--- src/sv/clcc_pkg.sv ---
// ----------------------------------------------------------------------------
// clcc_pkg
// Types and constants shared by the cornering lamp channel controller and
// its channel interfaces.
// ----------------------------------------------------------------------------
package clcc_pkg;

  localparam int CHANNELS  = 12;
  localparam int DUTY_W    = 7;
  localparam int DELAY_W   = 8;
  localparam int RAMP_W    = 16;
  localparam int TIMING_W  = 48;
  localparam int CFG_IDX_W = 3;
  localparam int PROD_W    = 2 * DUTY_W;

  localparam logic [DUTY_W-1:0] DUTY_MAX = 7'd100;

  // x / 100 == (x * 10486) >> 20 for every x below 2^14
  localparam logic [14:0] DIV100_MUL   = 15'd10486;
  localparam int          DIV100_SHIFT = 20;

  localparam logic [CFG_IDX_W-1:0] CFG_CORNER_MASK = 3'd0;
  localparam logic [CFG_IDX_W-1:0] CFG_FOG_MASK    = 3'd1;
  localparam logic [CFG_IDX_W-1:0] CFG_INTENSITY   = 3'd2;
  localparam logic [CFG_IDX_W-1:0] CFG_GAMMA       = 3'd3;
  localparam logic [CFG_IDX_W-1:0] CFG_OWN_TIMING  = 3'd4;
  localparam logic [CFG_IDX_W-1:0] CFG_FOG_TIMING  = 3'd5;

  localparam logic [1:0] GAMMA_STEP   = 2'd0;
  localparam logic [1:0] GAMMA_LINEAR = 2'd1;
  localparam logic [1:0] GAMMA_EXP    = 2'd2;

  localparam logic [1:0] STATUS_OFF   = 2'd0;
  localparam logic [1:0] STATUS_ON    = 2'd1;
  localparam logic [1:0] STATUS_ERROR = 2'd2;

  typedef struct packed {
    logic                activate;
    logic [7:0]          tick_time;
    logic [DUTY_W-1:0]   afs_level;
    logic [DUTY_W-1:0]   dbl_level;
    logic [DUTY_W-1:0]   fog_level;
    logic [4:0]          derate_flags;
    logic [CHANNELS-1:0] stored_fault_mask;
    logic [CHANNELS-1:0] live_fault_mask;
    logic [CHANNELS-1:0] sensor_fault_mask;
    logic [1:0]          one_fails_all;
  } in_item_t;

  typedef struct packed {
    logic [CHANNELS-1:0] kill_mask;
    logic                drive_valid;
    logic [CHANNELS-1:0] drive_mask;
    logic [DUTY_W-1:0]   drive_duty;
    logic [RAMP_W-1:0]   drive_on_ramp;
    logic [RAMP_W-1:0]   drive_off_ramp;
    logic                status_valid;
    logic [1:0]          lamp_status;
    logic                fog_owns;
  } out_item_t;

  typedef struct packed {
    logic [CFG_IDX_W-1:0] index;
    logic [TIMING_W-1:0]  value;
  } cfg_write_t;

endpackage

--- src/sv/clcc_in_if.sv ---
// ----------------------------------------------------------------------------
// clcc_in_if
// Valid/ready channel carrying one control tick item.
// ----------------------------------------------------------------------------
interface clcc_in_if;
  logic               valid;
  logic               ready;
  clcc_pkg::in_item_t data;

  modport source (output valid, output data, input ready);
  modport sink   (input valid, input data, output ready);
endinterface

--- src/sv/clcc_out_if.sv ---
// ----------------------------------------------------------------------------
// clcc_out_if
// Valid/ready channel carrying one channel command and status item.
// ----------------------------------------------------------------------------
interface clcc_out_if;
  logic                valid;
  logic                ready;
  clcc_pkg::out_item_t data;

  modport source (output valid, output data, input ready);
  modport sink   (input valid, input data, output ready);
endinterface

--- src/sv/clcc_cfg_if.sv ---
// ----------------------------------------------------------------------------
// clcc_cfg_if
// Valid/ready register write channel: register index and write data.
// ----------------------------------------------------------------------------
interface clcc_cfg_if;
  logic                 valid;
  logic                 ready;
  clcc_pkg::cfg_write_t data;

  modport source (output valid, output data, input ready);
  modport sink   (input valid, input data, output ready);
endinterface

--- src/sv/cornering_lamp_channel_controller.sv ---
// ----------------------------------------------------------------------------
// cornering_lamp_channel_controller
// Per control tick: channel ownership between cornering and fog lamp, duty
// priority, on/off delay phases, fault exclusion and lamp status feedback.
// ----------------------------------------------------------------------------
//  port    dir  handshake      content
//  in_i    in   valid/ready    one control tick item
//  out_o   out  valid/ready    one command/status item per enabled tick
//  cfg_i   in   valid/ready    register index and write data
//
//  An item passes the input register, then one pass of tick logic into the
//  result register. One item per cycle sustained while out_o is ready; the
//  single tick pass with its scaling multiply sets that figure.
//  With a zero cornering channel mask an item is taken and dropped.
//  A stalled result holds and the input register still takes one item.
//  Reset is asynchronous and clears config, valid flags and tick state only.
// ----------------------------------------------------------------------------
module cornering_lamp_channel_controller (
  input  logic       clk_i,
  input  logic       rst_ni,
  clcc_in_if.sink    in_i,
  clcc_out_if.source out_o,
  clcc_cfg_if.sink   cfg_i
);
  import clcc_pkg::*;

  typedef enum logic [1:0] {
    PH_RUN,
    PH_ON_DLY,
    PH_OFF_DLY
  } phase_e;

  // configuration
  logic [CHANNELS-1:0] corner_mask_q, fog_mask_q;
  logic [DUTY_W-1:0]   intensity_q;
  logic [1:0]          gamma_q;
  logic [TIMING_W-1:0] own_timing_q, fog_timing_q;

  // input register
  logic                in_valid_q;
  logic                act_q;
  logic [7:0]          tick_q;
  logic [PROD_W-1:0]   afs_prod_q, dbl_prod_q;
  logic [DUTY_W-1:0]   fog_lvl_q;
  logic [4:0]          derate_q;
  logic [CHANNELS-1:0] stored_q, livef_q, sensf_q;
  logic [1:0]          nrule_q;

  // tick state
  logic                owner_q, owner_d;
  logic                cwas_q, cwas_d, fwas_q, fwas_d;
  logic [DUTY_W-1:0]   tgt_q, tgt_d;
  logic [CHANNELS-1:0] live_q, live_d;
  phase_e              phase_q, phase_d;
  logic [DELAY_W-1:0]  ondly_q, ondly_d, offdly_q, offdly_d;
  logic                act_last_q, act_last_d;
  logic [RAMP_W-1:0]   onramp_q, onramp_d, offramp_q, offramp_d;

  // result register
  logic                out_valid_q;
  out_item_t           out_q, res;

  logic advance, enabled, step;

  logic [27:0]         afs_scaled, dbl_scaled;
  logic [7:0]          afs_div, dbl_div;
  logic [DUTY_W-1:0]   afs_duty, dbl_duty, fog_duty, own_duty;
  logic                shared, corner_req, fog_req, n1, ramp_on;
  logic [TIMING_W-1:0] timing;
  logic [RAMP_W-1:0]   on_ramp, off_ramp, own_on, own_off;
  logic [DELAY_W-1:0]  on_dly, off_dly, on_sat, off_sat;
  logic [DELAY_W:0]    on_sum, off_sum;
  logic [RAMP_W:0]     onr_sum, offr_sum;
  logic                entry_on, entry_off, derating, err_cond;
  phase_e              phase_mid;
  logic [CHANNELS-1:0] live_mid, err_raw, err;

  assign advance     = in_valid_q && (!out_valid_q || out_o.ready);
  assign enabled     = |corner_mask_q;
  assign step        = advance && enabled;
  assign in_i.ready  = !in_valid_q || advance;
  assign cfg_i.ready = 1'b1;
  assign out_o.valid = out_valid_q;
  assign out_o.data  = out_q;

  // scale AFS and DBL by intensity, then divide by 100
  assign afs_scaled = {14'b0, afs_prod_q} * {13'b0, DIV100_MUL};
  assign dbl_scaled = {14'b0, dbl_prod_q} * {13'b0, DIV100_MUL};
  assign afs_div    = afs_scaled[DIV100_SHIFT+7:DIV100_SHIFT];
  assign dbl_div    = dbl_scaled[DIV100_SHIFT+7:DIV100_SHIFT];
  assign afs_duty   = (afs_div > {1'b0, DUTY_MAX}) ? DUTY_MAX : afs_div[DUTY_W-1:0];
  assign dbl_duty   = (dbl_div > {1'b0, DUTY_MAX}) ? DUTY_MAX : dbl_div[DUTY_W-1:0];
  assign fog_duty   = (fog_lvl_q > DUTY_MAX) ? DUTY_MAX : fog_lvl_q;
  assign own_duty   = !act_q ? '0 : ((intensity_q > DUTY_MAX) ? DUTY_MAX : intensity_q);

  assign shared     = (corner_mask_q == fog_mask_q);
  assign corner_req = |dbl_duty || |afs_duty || |own_duty;
  assign fog_req    = |fog_duty;
  assign ramp_on    = (gamma_q == GAMMA_LINEAR) || (gamma_q == GAMMA_EXP);

  assign timing   = owner_d ? fog_timing_q : own_timing_q;
  assign n1       = owner_d ? nrule_q[1] : nrule_q[0];
  assign on_ramp  = ramp_on ? timing[15:0] : '0;
  assign off_ramp = ramp_on ? timing[31:16] : '0;
  assign on_dly   = timing[39:32];
  assign off_dly  = timing[47:40];
  assign own_on   = ramp_on ? own_timing_q[15:0] : '0;
  assign own_off  = ramp_on ? own_timing_q[31:16] : '0;

  assign on_sum   = {1'b0, ondly_q} + {1'b0, tick_q};
  assign off_sum  = {1'b0, offdly_q} + {1'b0, tick_q};
  assign on_sat   = on_sum[DELAY_W] ? '1 : on_sum[DELAY_W-1:0];
  assign off_sat  = off_sum[DELAY_W] ? '1 : off_sum[DELAY_W-1:0];
  assign onr_sum  = {1'b0, onramp_q} + {9'b0, tick_q};
  assign offr_sum = {1'b0, offramp_q} + {9'b0, tick_q};

  always_comb begin
    // ownership
    if (!shared) begin
      owner_d = 1'b0;
    end else if (fog_req) begin
      owner_d = 1'b1;
    end else if (corner_req) begin
      owner_d = 1'b0;
    end else if (fwas_q) begin
      owner_d = 1'b1;
    end else if (cwas_q) begin
      owner_d = 1'b0;
    end else begin
      owner_d = owner_q;
    end
    cwas_d = shared ? corner_req : cwas_q;
    fwas_d = shared ? fog_req : fwas_q;

    // target priority
    if (fog_req) begin
      tgt_d = fog_duty;
    end else if (|dbl_duty) begin
      tgt_d = dbl_duty;
    end else if (|afs_duty) begin
      tgt_d = afs_duty;
    end else begin
      tgt_d = own_duty;
    end

    entry_on  = (tgt_q == '0) && (tgt_d != '0);
    entry_off = (tgt_q != '0) && (tgt_d == '0);
    phase_mid = entry_on ? PH_ON_DLY : (entry_off ? PH_OFF_DLY : phase_q);
    live_mid  = entry_on ? corner_mask_q : live_q;

    // fault exclusion
    derating = (tgt_d != '0) && (derate_q != '0);
    err_raw  = live_mid & stored_q;
    err      = (n1 && |err_raw) ? live_mid : err_raw;
    res      = '0;
    if (tgt_d == '0) begin
      live_d = live_mid;
    end else if (derating) begin
      live_d        = live_mid;
      res.kill_mask = live_mid;
    end else begin
      live_d        = live_mid ^ err;
      res.kill_mask = err;
    end

    // delay phases and drive command
    phase_d  = phase_mid;
    ondly_d  = ondly_q;
    offdly_d = offdly_q;
    if (!derating) begin
      case (phase_mid)
        PH_ON_DLY: begin
          if (on_sat >= on_dly) begin
            ondly_d = '0;
            phase_d = PH_RUN;
          end else begin
            ondly_d = on_sat;
          end
        end
        PH_OFF_DLY: begin
          if (off_sat >= off_dly) begin
            offdly_d = '0;
            phase_d  = PH_RUN;
          end else begin
            offdly_d = off_sat;
          end
        end
        default: begin
          res.drive_valid    = 1'b1;
          res.drive_mask     = live_d;
          res.drive_duty     = tgt_d;
          res.drive_on_ramp  = on_ramp;
          res.drive_off_ramp = off_ramp;
        end
      endcase
    end

    // status feedback
    err_cond = |derate_q[4:2] || |(corner_mask_q & livef_q) ||
               |(corner_mask_q & sensf_q) || (live_d != corner_mask_q);
    act_last_d = act_q;
    onramp_d   = onramp_q;
    offramp_d  = offramp_q;
    if (owner_d) begin
      res.status_valid = 1'b1;
      res.lamp_status  = STATUS_OFF;
    end else if (act_q != act_last_q) begin
      onramp_d  = '0;
      offramp_d = '0;
    end else if (act_q) begin
      if (onramp_q < own_on) begin
        onramp_d = onr_sum[RAMP_W] ? '1 : onr_sum[RAMP_W-1:0];
      end else begin
        res.status_valid = 1'b1;
        res.lamp_status  = err_cond ? STATUS_ERROR : STATUS_ON;
      end
    end else begin
      if (offramp_q < own_off) begin
        offramp_d = offr_sum[RAMP_W] ? '1 : offr_sum[RAMP_W-1:0];
      end else begin
        res.status_valid = 1'b1;
        res.lamp_status  = STATUS_OFF;
      end
    end
    res.fog_owns = owner_d;
  end

  // input register payload
  always_ff @(posedge clk_i) begin
    if (in_i.valid && in_i.ready) begin
      act_q      <= in_i.data.activate;
      tick_q     <= in_i.data.tick_time;
      afs_prod_q <= {{DUTY_W{1'b0}}, in_i.data.afs_level} * {{DUTY_W{1'b0}}, intensity_q};
      dbl_prod_q <= {{DUTY_W{1'b0}}, in_i.data.dbl_level} * {{DUTY_W{1'b0}}, intensity_q};
      fog_lvl_q  <= in_i.data.fog_level;
      derate_q   <= in_i.data.derate_flags;
      stored_q   <= in_i.data.stored_fault_mask;
      livef_q    <= in_i.data.live_fault_mask;
      sensf_q    <= in_i.data.sensor_fault_mask;
      nrule_q    <= in_i.data.one_fails_all;
    end
  end

  // result register payload
  always_ff @(posedge clk_i) begin
    if (step) begin
      out_q <= res;
    end
  end

  always_ff @(posedge clk_i or negedge rst_ni) begin
    if (!rst_ni) begin
      corner_mask_q <= '0;
      fog_mask_q    <= '0;
      intensity_q   <= DUTY_MAX;
      gamma_q       <= GAMMA_STEP;
      own_timing_q  <= '0;
      fog_timing_q  <= '0;
      in_valid_q    <= 1'b0;
      out_valid_q   <= 1'b0;
      owner_q       <= 1'b0;
      cwas_q        <= 1'b0;
      fwas_q        <= 1'b0;
      tgt_q         <= '0;
      live_q        <= '0;
      phase_q       <= PH_RUN;
      ondly_q       <= '0;
      offdly_q      <= '0;
      act_last_q    <= 1'b0;
      onramp_q      <= '0;
      offramp_q     <= '0;
    end else begin
      if (cfg_i.valid) begin
        case (cfg_i.data.index)
          CFG_CORNER_MASK: corner_mask_q <= cfg_i.data.value[CHANNELS-1:0];
          CFG_FOG_MASK:    fog_mask_q    <= cfg_i.data.value[CHANNELS-1:0];
          CFG_INTENSITY:   intensity_q   <= cfg_i.data.value[DUTY_W-1:0];
          CFG_GAMMA:       gamma_q       <= cfg_i.data.value[1:0];
          CFG_OWN_TIMING:  own_timing_q  <= cfg_i.data.value;
          CFG_FOG_TIMING:  fog_timing_q  <= cfg_i.data.value;
          default: ;
        endcase
      end

      if (in_i.ready) begin
        in_valid_q <= in_i.valid;
      end

      if (step) begin
        out_valid_q <= 1'b1;
      end else if (out_o.ready) begin
        out_valid_q <= 1'b0;
      end

      if (step) begin
        owner_q    <= owner_d;
        cwas_q     <= cwas_d;
        fwas_q     <= fwas_d;
        tgt_q      <= tgt_d;
        live_q     <= live_d;
        phase_q    <= phase_d;
        ondly_q    <= ondly_d;
        offdly_q   <= offdly_d;
        act_last_q <= act_last_d;
        onramp_q   <= onramp_d;
        offramp_q  <= offramp_d;
      end
    end
  end

  a_drive_fields_idle: assert property (@(posedge clk_i) disable iff (!rst_ni)
    (out_valid_q && !out_q.drive_valid) |->
      (out_q.drive_mask == '0 && out_q.drive_duty == '0 &&
       out_q.drive_on_ramp == '0 && out_q.drive_off_ramp == '0))
    else $error("drive fields set without drive command");

  a_kill_drive_disjoint: assert property (@(posedge clk_i) disable iff (!rst_ni)
    (out_valid_q && out_q.drive_valid) |-> ((out_q.kill_mask & out_q.drive_mask) == '0))
    else $error("killed channel still driven");

  a_fog_owner_status: assert property (@(posedge clk_i) disable iff (!rst_ni)
    (out_valid_q && out_q.fog_owns) |->
      (out_q.status_valid && out_q.lamp_status == STATUS_OFF))
    else $error("fog owner must report lamp off");

  a_result_held: assert property (@(posedge clk_i) disable iff (!rst_ni)
    (out_valid_q && !out_o.ready) |=> (out_valid_q && $stable(out_q)))
    else $error("stalled result changed");

  a_disabled_no_result: assert property (@(posedge clk_i) disable iff (!rst_ni)
    (advance && !enabled && (!out_valid_q || out_o.ready)) |=> !out_valid_q)
    else $error("result produced while disabled");

endmodule
--- src/flat_wrapper.sv ---
// flat-port wrapper written by rule: the top's interface ports become plain ports
module cornering_lamp_channel_controller_flat import clcc_pkg::*;
  (clk_i, rst_ni, in_i_valid, in_i_data, in_i_ready, out_o_valid, out_o_data, out_o_ready, cfg_i_valid, cfg_i_data, cfg_i_ready);
  clcc_in_if in_i_i ();
  clcc_out_if out_o_i ();
  clcc_cfg_if cfg_i_i ();
  input  logic clk_i;
  input  logic rst_ni;
  input wire logic [$bits(in_i_i.valid)-1:0] in_i_valid;
  input wire logic [$bits(in_i_i.data)-1:0] in_i_data;
  output wire logic [$bits(in_i_i.ready)-1:0] in_i_ready;
  output wire logic [$bits(out_o_i.valid)-1:0] out_o_valid;
  output wire logic [$bits(out_o_i.data)-1:0] out_o_data;
  input wire logic [$bits(out_o_i.ready)-1:0] out_o_ready;
  input wire logic [$bits(cfg_i_i.valid)-1:0] cfg_i_valid;
  input wire logic [$bits(cfg_i_i.data)-1:0] cfg_i_data;
  output wire logic [$bits(cfg_i_i.ready)-1:0] cfg_i_ready;
  assign in_i_i.valid = in_i_valid;
  assign in_i_i.data = in_i_data;
  assign in_i_ready = in_i_i.ready;
  assign out_o_valid = out_o_i.valid;
  assign out_o_data = out_o_i.data;
  assign out_o_i.ready = out_o_ready;
  assign cfg_i_i.valid = cfg_i_valid;
  assign cfg_i_i.data = cfg_i_data;
  assign cfg_i_ready = cfg_i_i.ready;
  cornering_lamp_channel_controller u_core (.clk_i(clk_i), .rst_ni(rst_ni), .in_i(in_i_i), .out_o(out_o_i), .cfg_i(cfg_i_i));
endmodule
--- config.mk ---
export PLATFORM = sky130hd
export DESIGN_NAME = cornering_lamp_channel_controller_flat
export DESIGN_NICKNAME = d
export VERILOG_FILES = /design/src/sv/clcc_pkg.sv /design/src/sv/clcc_in_if.sv /design/src/sv/clcc_out_if.sv /design/src/sv/clcc_cfg_if.sv /design/src/sv/cornering_lamp_channel_controller.sv /design/src/flat_wrapper.sv
export SDC_FILE = /design/constraint.sdc
export NUM_CORES = 1
export LEC_CHECK = 0
export ABC_AREA = 1
export BUFFER_PORTS_ARGS = -buffer_cell sky130_fd_sc_hd__buf_2
export CAP_MARGIN = 30
export CORE_ASPECT_RATIO = 1.2
export CORE_MARGIN = 2
export CORE_UTILIZATION = 50
export CTS_BUF_LIST = sky130_fd_sc_hd__clkbuf_8 sky130_fd_sc_hd__clkbuf_16
export CTS_CLUSTER_SIZE = 20
export DETAILED_ROUTE_END_ITERATION = 6
export PLACE_DENSITY = 0.79
export SYNTH_ARGS = -nofsm -noshare
export SYNTH_HDL_FRONTEND = slang
export SYNTH_SLANG_ARGS = --single-unit
--- constraint.sdc ---
create_clock -name clk_i -period 8.2 [get_ports clk_i]
set_clock_uncertainty 0.15 [all_clocks]
set_input_delay 2.46 -clock clk_i [delete_from_list [all_inputs] [get_ports clk_i]]
set_output_delay 2.46 -clock clk_i [all_outputs]
set_load 0.02 [all_outputs]
**Word level (Yosys, flattened, before mapping)**

Cells that the tools add are included.

- Latch bits: 0
- Logic and storage cells: 175
- Register bits after elaboration: 359
- Input bits: 129
- RAM bits: 0
- Bits in read-only memories: 0
- Memories: 0

- Shifts and indexed selects: 0
- Divide/modulo/power cells: 0
- $add $sub $neg: 4
- Order comparisons: 8
- Muxes and demuxes: 50
- Reduce and logical (&&, ||, !) cells: 51
- Bitwise logic cells: 7
- Multiply operators: 4
- Eq/ne operators: 13

Operator list:

| kind | number |
|---|---|
| two-way mux 16 bit | 12 |
| two-way mux 12 bit | 5 |
| two-way mux 7 bit | 8 |
| multiplier 14 x 13 -> 27 bit, second input constant | 2 |
| two-way mux 52 bit | 1 |
| two-way mux 48 bit | 1 |
| OR reduction 12 bit | 4 |
| bitwise AND 12 bit | 3 |
| adder 16 x 8 -> 17 bit | 2 |
| less-than comparator 16 bit | 2 |
| two-way mux 8 bit | 4 |
| multiplier 7 x 7 -> 14 bit | 2 |
| OR reduction 7 bit | 4 |
| adder 8 x 8 -> 9 bit | 2 |
| >= comparator 8 bit | 2 |
| > comparator 8 x 7 -> 1 bit, second input constant | 2 |
| > comparator 7 bit, second input constant | 2 |
| zero test 7 bit | 2 |
| AND reduction 2 bit | 7 |
| nonzero test 7 bit | 2 |
| == test 12 bit | 1 |
| two-way mux 2 bit | 6 |
| two-way mux 3 bit | 4 |
| inequality test 12 bit | 1 |
| other kinds (22) | 56 |

**Depth between registers and ports, before layout**

- Word-level depth: 23
- Depth in mapped cells: 54
- Depth with buffers taken out: 52

**Least setup slack after synthesis**

Ideal clock, no wire load.

- Kind: register to register
- Start point: register u_core.afs_prod_q[11]
- End point: register u_core.phase_q[0]
- Arrival: 7.074 ns
- Path slack: 0.854 ns
- Stages on the path, launching flop included: 42
- Path through: edfxtp_1 > fa_1 > ha_1 > inv_1 > fa_1 > inv_1 > fa_1 > inv_1 > fa_1 > inv_1 > ha_1 > nand2_1 > nor2_1 > inv_1 > nor2_1 > nand4_1 > nand3_1 > nand2_1 > [6 not listed] > nor2_2 > nand4_1 > nor4_1 > o21ai_0 > nand2_1 > nand2_1 > buf_1 > mux2i_1 > ha_1 > a21oi_1 > o21ai_0 > nand2_1 > o211ai_1 > a41oi_1 > a221oi_1 > a21oi_1 > nand2_1 > o21ai_0

- Longest elaborated chain between the ends: 14
- Elaborated cells between the ends (all ways): 28
- Classes of those cells: 1 x mul; 3 x order compare; 2 x eq/ne; 14 x mux; 8 x reduce/logical

Ends and longest elaborated chain:

| what | line | text |
|---|---|---|
| from (decl) | cornering_lamp_channel_controller.sv:43 | `logic [PROD_W-1:0] afs_prod_q, dbl_prod_q;` |
| from (signal assigned) | cornering_lamp_channel_controller.sv:233 | `afs_prod_q <= {{DUTY_W{1'b0}}, in_i.data.afs_level} * {{DUTY_W{1'b0}}, intensity_q};` |
| multiplier 14 x 13 -> 27 bit (*) | cornering_lamp_channel_controller.sv:87 | `assign afs_scaled = {14'b0, afs_prod_q} * {13'b0, DIV100_MUL};` |
| > comparator 8 x 7 -> 1 bit | cornering_lamp_channel_controller.sv:91 | `assign afs_duty = (afs_div > {1'b0, DUTY_MAX}) ? DUTY_MAX : afs_div[DUTY_W-1:0];` |
| two-way mux 7 bit (*) | cornering_lamp_channel_controller.sv:91 |  |
| OR reduction 7 bit | cornering_lamp_channel_controller.sv:97, cornering_lamp_channel_controller.sv:140 |  |
| logical OR 1 bit / two-way mux 7 bit (equally long branches) | cornering_lamp_channel_controller.sv:97, cornering_lamp_channel_controller.sv:140 |  |
| logical OR 1 bit / two-way mux 7 bit (equally long branches) | cornering_lamp_channel_controller.sv:97, cornering_lamp_channel_controller.sv:138 |  |
| two-way mux 1 bit / two-way mux 7 bit (equally long branches) | cornering_lamp_channel_controller.sv:123, cornering_lamp_channel_controller.sv:136 |  |
| two-way mux 1 bit / zero test 7 bit (equally long branches) | cornering_lamp_channel_controller.sv:121, cornering_lamp_channel_controller.sv:147 |  |
| two-way mux 1 bit / logical AND 1 bit (equally long branches) | cornering_lamp_channel_controller.sv:119, cornering_lamp_channel_controller.sv:147 |  |
| two-way mux 48 bit / two-way mux 2 bit (equally long branches) | cornering_lamp_channel_controller.sv:101, cornering_lamp_channel_controller.sv:148 |  |
| >= comparator 8 bit (tied with other cells) | cornering_lamp_channel_controller.sv:181 | `if (off_sat >= off_dly) begin` |
| two-way mux 2 bit (tied with other cells) | cornering_lamp_channel_controller.sv:181 |  |
| one-hot mux 2 bit (2 select lines) | cornering_lamp_channel_controller.sv:171 | `case (phase_mid)` |
| two-way mux 2 bit (*) | cornering_lamp_channel_controller.sv:170 | `if (!derating) begin` |
| to (signal assigned) | cornering_lamp_channel_controller.sv:301 | `phase_q <= phase_d;` |
| to (decl) | cornering_lamp_channel_controller.sv:54 | `phase_e phase_q, phase_d;` |

Mark *: on every way between the ends. The rest lies on a longest branch, timed or not.
A chain may end at the register's enable or synchronous reset.

**Worst setup path after layout**

- Start point: register u_core.afs_prod_q[9]
- End point: register u_core.out_q, in the netlist u_core.out_o.data[54] (data pin)

- Longest elaborated chain between the ends: 17
- Elaborated cells between the ends (all ways): 31
- Classes of those cells: 1 x mul; 1 x order compare; 2 x eq/ne; 14 x mux; 2 x bitwise; 11 x reduce/logical

Ends and longest elaborated chain:

| what | line | text |
|---|---|---|
| multiplier 14 x 13 -> 27 bit (*) | cornering_lamp_channel_controller.sv:87 |  |
| > comparator 8 x 7 -> 1 bit | cornering_lamp_channel_controller.sv:91 |  |
| two-way mux 7 bit (*) | cornering_lamp_channel_controller.sv:91 |  |
| OR reduction 7 bit | cornering_lamp_channel_controller.sv:97, cornering_lamp_channel_controller.sv:140 |  |
| two-way mux 7 bit | cornering_lamp_channel_controller.sv:140 | `end else if (\|afs_duty) begin` |
| two-way mux 7 bit | cornering_lamp_channel_controller.sv:138 | `end else if (\|dbl_duty) begin` |
| two-way mux 7 bit | cornering_lamp_channel_controller.sv:136 | `if (fog_req) begin` |
| nonzero test 7 bit | cornering_lamp_channel_controller.sv:146, cornering_lamp_channel_controller.sv:152 |  |
| logical AND 1 bit | cornering_lamp_channel_controller.sv:146 | `entry_on = (tgt_q == '0) && (tgt_d != '0);` |
| two-way mux 12 bit | cornering_lamp_channel_controller.sv:149 | `live_mid = entry_on ? corner_mask_q : live_q;` |
| bitwise AND 12 bit | cornering_lamp_channel_controller.sv:153 | `err_raw = live_mid & stored_q;` |
| OR reduction 12 bit | cornering_lamp_channel_controller.sv:154 | `err = (n1 && \|err_raw) ? live_mid : err_raw;` |
| logical AND 1 bit | cornering_lamp_channel_controller.sv:154 |  |
| two-way mux 12 bit | cornering_lamp_channel_controller.sv:154 |  |
| bitwise XOR 12 bit | cornering_lamp_channel_controller.sv:162 | `live_d = live_mid ^ err;` |
| two-way mux 12 bit | cornering_lamp_channel_controller.sv:158 | `end else if (derating) begin` |
| two-way mux 12 bit | cornering_lamp_channel_controller.sv:156 | `if (tgt_d == '0) begin` |
| to (signal assigned) | cornering_lamp_channel_controller.sv:247 | `out_q <= res;` |
| to (decl) | cornering_lamp_channel_controller.sv:61 | `out_item_t out_q, res;` |

Marked as above.

==> results_dict.tcl <==
set metrics [dict create \
    status "completed" \
    cp-end-kind "flop" \
    synth_compound_area_share_pct 8.560 \
    fin_nets 4283 \
    ys.flop_type "dfrtp_1" \
    htreeDepth 2 \
    crit_arrival_ns 7.94 \
    detail-route-antenna-nets 0 \
    synth_simple_gate_area_share_pct 17.90 \
    place_ws_ns 0.3500 \
    syn-mean-instance-area_sq_um 8.400 \
    row_count 96 \
    r2r_start "u_core.afs_prod_q[9]" \
    final_cells 4409 \
    grt_use_total_pct 24.40 \
    clk_pin_slew_ns 0.06 \
    drtIter0Drc 1846 \
    fillers 4925 \
    layout_worst_path_cycle_share_pct 95.36 \
    dp_hpwl_mm 55.77 \
    min_path_type "reg2reg" \
    syn-num-nets 4073 \
    ios 200 \
    ys_seq_area_share_pct 33.91 \
    area_growth_syn_to_layout_pct 11.95 \
    dpl_cell_area_sq_um 30610 \
    slew_headroom_pct 40.91 \
    cts_tree "built" \
    cp_max_fo 20 \
    hold_start "u_core.fog_timing_q[41]" \
    num_vias 23250 \
    drt_pass1_iterations 6 \
    clock_latency_ns 0.55 \
    cp-start-kind "flop" \
    drive_gt1_share_pct 10.72 \
    yosysTopAreaCell "dfrtp_1" \
    cts_buffers 36 \
    hold_viol_final 0 \
    yosysUniqueCellTypes 52 \
    cap_violations 0 \
    place_inst 4305 \
    antenna_found_initial 11 \
    wirelength_mm 73.19 \
    fin_util_pct 56.50 \
    slew_viol_final 0 \
    place_congestion 0.9632 \
    grt_pass1_wl_mm 116.6 \
    period_needed_ns 7.819 \
    gr-total-overflow 0 \
    remaining_drc_errors 0 \
    start_util_pct 50.47 \
    synthTopCellsByArea "dfrtp_1 (17%), edfxtp_1 (16%), ha_1 (15%), fa_1 (12%), nand2_1 (11%)" \
    synth_adder_area_share_pct 27.06 \
    worstPathRequired_ns 8.32 \
    grt_pass1_vias 23360 \
    postCtsHoldBufs 0 \
    layout_setup_ws_ns 0.3808 \
    synth_top_family_by_area "adder cells" \
    max-clock-path-buffers 3 \
    grt_start_max_net_pins 120 \
    ys_async_sr_fraction_pct 56.82 \
    rrSetupSlack_ns 0.38 \
    cts_root_buf "clkbuf_16" \
    fmax_mhz 127.9 \
    vias_per_cell 5.274 \
    worst_pin_slew_ns 0.8864 \
    syn_inst 3428 \
    clock_sinks 359 \
    routedWlPerCell_um 16.60 \
    crit_start "u_core.afs_prod_q[9]" \
    slowest_stage "nor2_1" \
    critPathMaxStageDelay_ns 0.65 \
    core_area_sq_um 57050 \
    synth.cell_area_sq_um 28790 \
    timing.critical_path.mode_cell "nand2_1" \
    synth.top_cell.area_share_pct 17.47 \
    die_x_um 223.1 \
    synth-edff-count 155 \
    die-area_sq_um 59530 \
    yosys.area_share.xor_xnor_pct 1.582 \
    path_class "reg2reg" \
    synthMuxAreaShare_pct 0.6822 \
    ys_ff_latch 359 \
    finalSetupViolations 0 \
    die_h_um 266.9 \
    yosys_warnings 0 \
    io_buffers 198 \
    fin_area_sq_um 32240 \
]
## critical path, delay by kind of cell (launching register included)
family,cells,cell delay [ns]
simple gates,22,2.75
fa+ha+maj,6,2.64
buf+inv,10,1.44
flops,1,0.51
## routing by layer
layer	part of all wire, %	GRT usage (%)	up-vias
met5	0.031	0	-
met3	5.4	2.686	165
met2	51	44.44	750
met1	39	28.98	11020
met4	4.3	10.96	4
li1	-	-	11310
## area by class of cell
class                   count  area (sq um)  share of cell area [%]
repair buffers            249          1488                   4.615
diodes                      9         22.52                 0.06986
inverters                 703          2645                   8.205
clock inverters            27         202.7                  0.6288
flip-flops and latches    359          9763                   30.29
clock buffers              38         950.9                   2.950
well taps                 735         919.6                   2.853
multi-input cells        2289         16240                   50.39
## kinds of logic after synthesis
logic type | after synthesis
adders and majority gates | 516
other | 1
muxes | 19
and+or+nand+nor | 1253
xor gates and xnor gates | 52
AOI/OAI and AO/OA | 445
buffers and inverters | 783
DFF | 359
## per-stage QoR
step,setup TNS (ns),hold WS [ns]
2_1_floorplan,0,0.2979
3_3_place_gp,0,0.3150
3_5_place_dp,0,0.3216
4_1_cts,0,0.3372
5_1_grt,-1.480,0.3596
6_report,0,0.3329
## registers in the layout (all words and copies together), names as in the netlist, 14 cells and up
| register | cells |
|---|---|
| u_core.afs_prod_q | 14 |
| u_core.dbl_prod_q | 14 |
| u_core.fog_timing_q | 48 |
| u_core.offramp_q | 16 |
| u_core.onramp_q | 16 |
| u_core.out_o.data | 68 |
| u_core.own_timing_q | 48 |
## final timing paths
path | cells after the start | to
worst max register to register | 38 | u_core.out_o.data[54]
worst min-delay path | 2 | u_core.fog_timing_q[41]
worst max-delay path | 38 | u_core.out_o.data[54]
worst min register to register | 2 | u_core.fog_timing_q[41]
min in group asynchronous | 1 | u_core.fog_timing_q[18]
max in group asynchronous | 3 | u_core.fog_mask_q[10]
## synth_stat cells, drive strengths merged (6+ instances only)
library cell	instances
nand2	899
inv	700
ha	338
o21ai	216
dfrtp	201
fa	178
nor2	162
edfxtp	155
a21oi	143
nand3	115
clkbuf	66
xor2	41
nand4	33
o211ai	32
nor3	18
o21bai	15
buf	14
mux2i	14
nor4	11
xnor2	11
a31oi	7
nand3b	6
## layout by cell type, fill, tap and decap left out, types with 43 or more instances in the layout
| master | n |
|---|---|
| edfxtp_1 | 155 |
| nor2_1 | 143 |
| inv_1 | 699 |
| buf_4 | 43 |
| a21oi_1 | 137 |
| o21ai_0 | 214 |
| fa_1 | 178 |
| buf_2 | 197 |
| nand2_1 | 875 |
| ha_1 | 338 |
| nand3_1 | 109 |
| dfrtp_1 | 201 |
## repair_timing
action / 4_1_cts / 5_1_grt
endpoints found under the setup margin: 0 / 75
buffers inserted: 0 / 23
resized for setup: 0 / 38
Power is not shown: default switching activity piles up to over one toggle a cycle in this logic, so the estimate is an artifact.
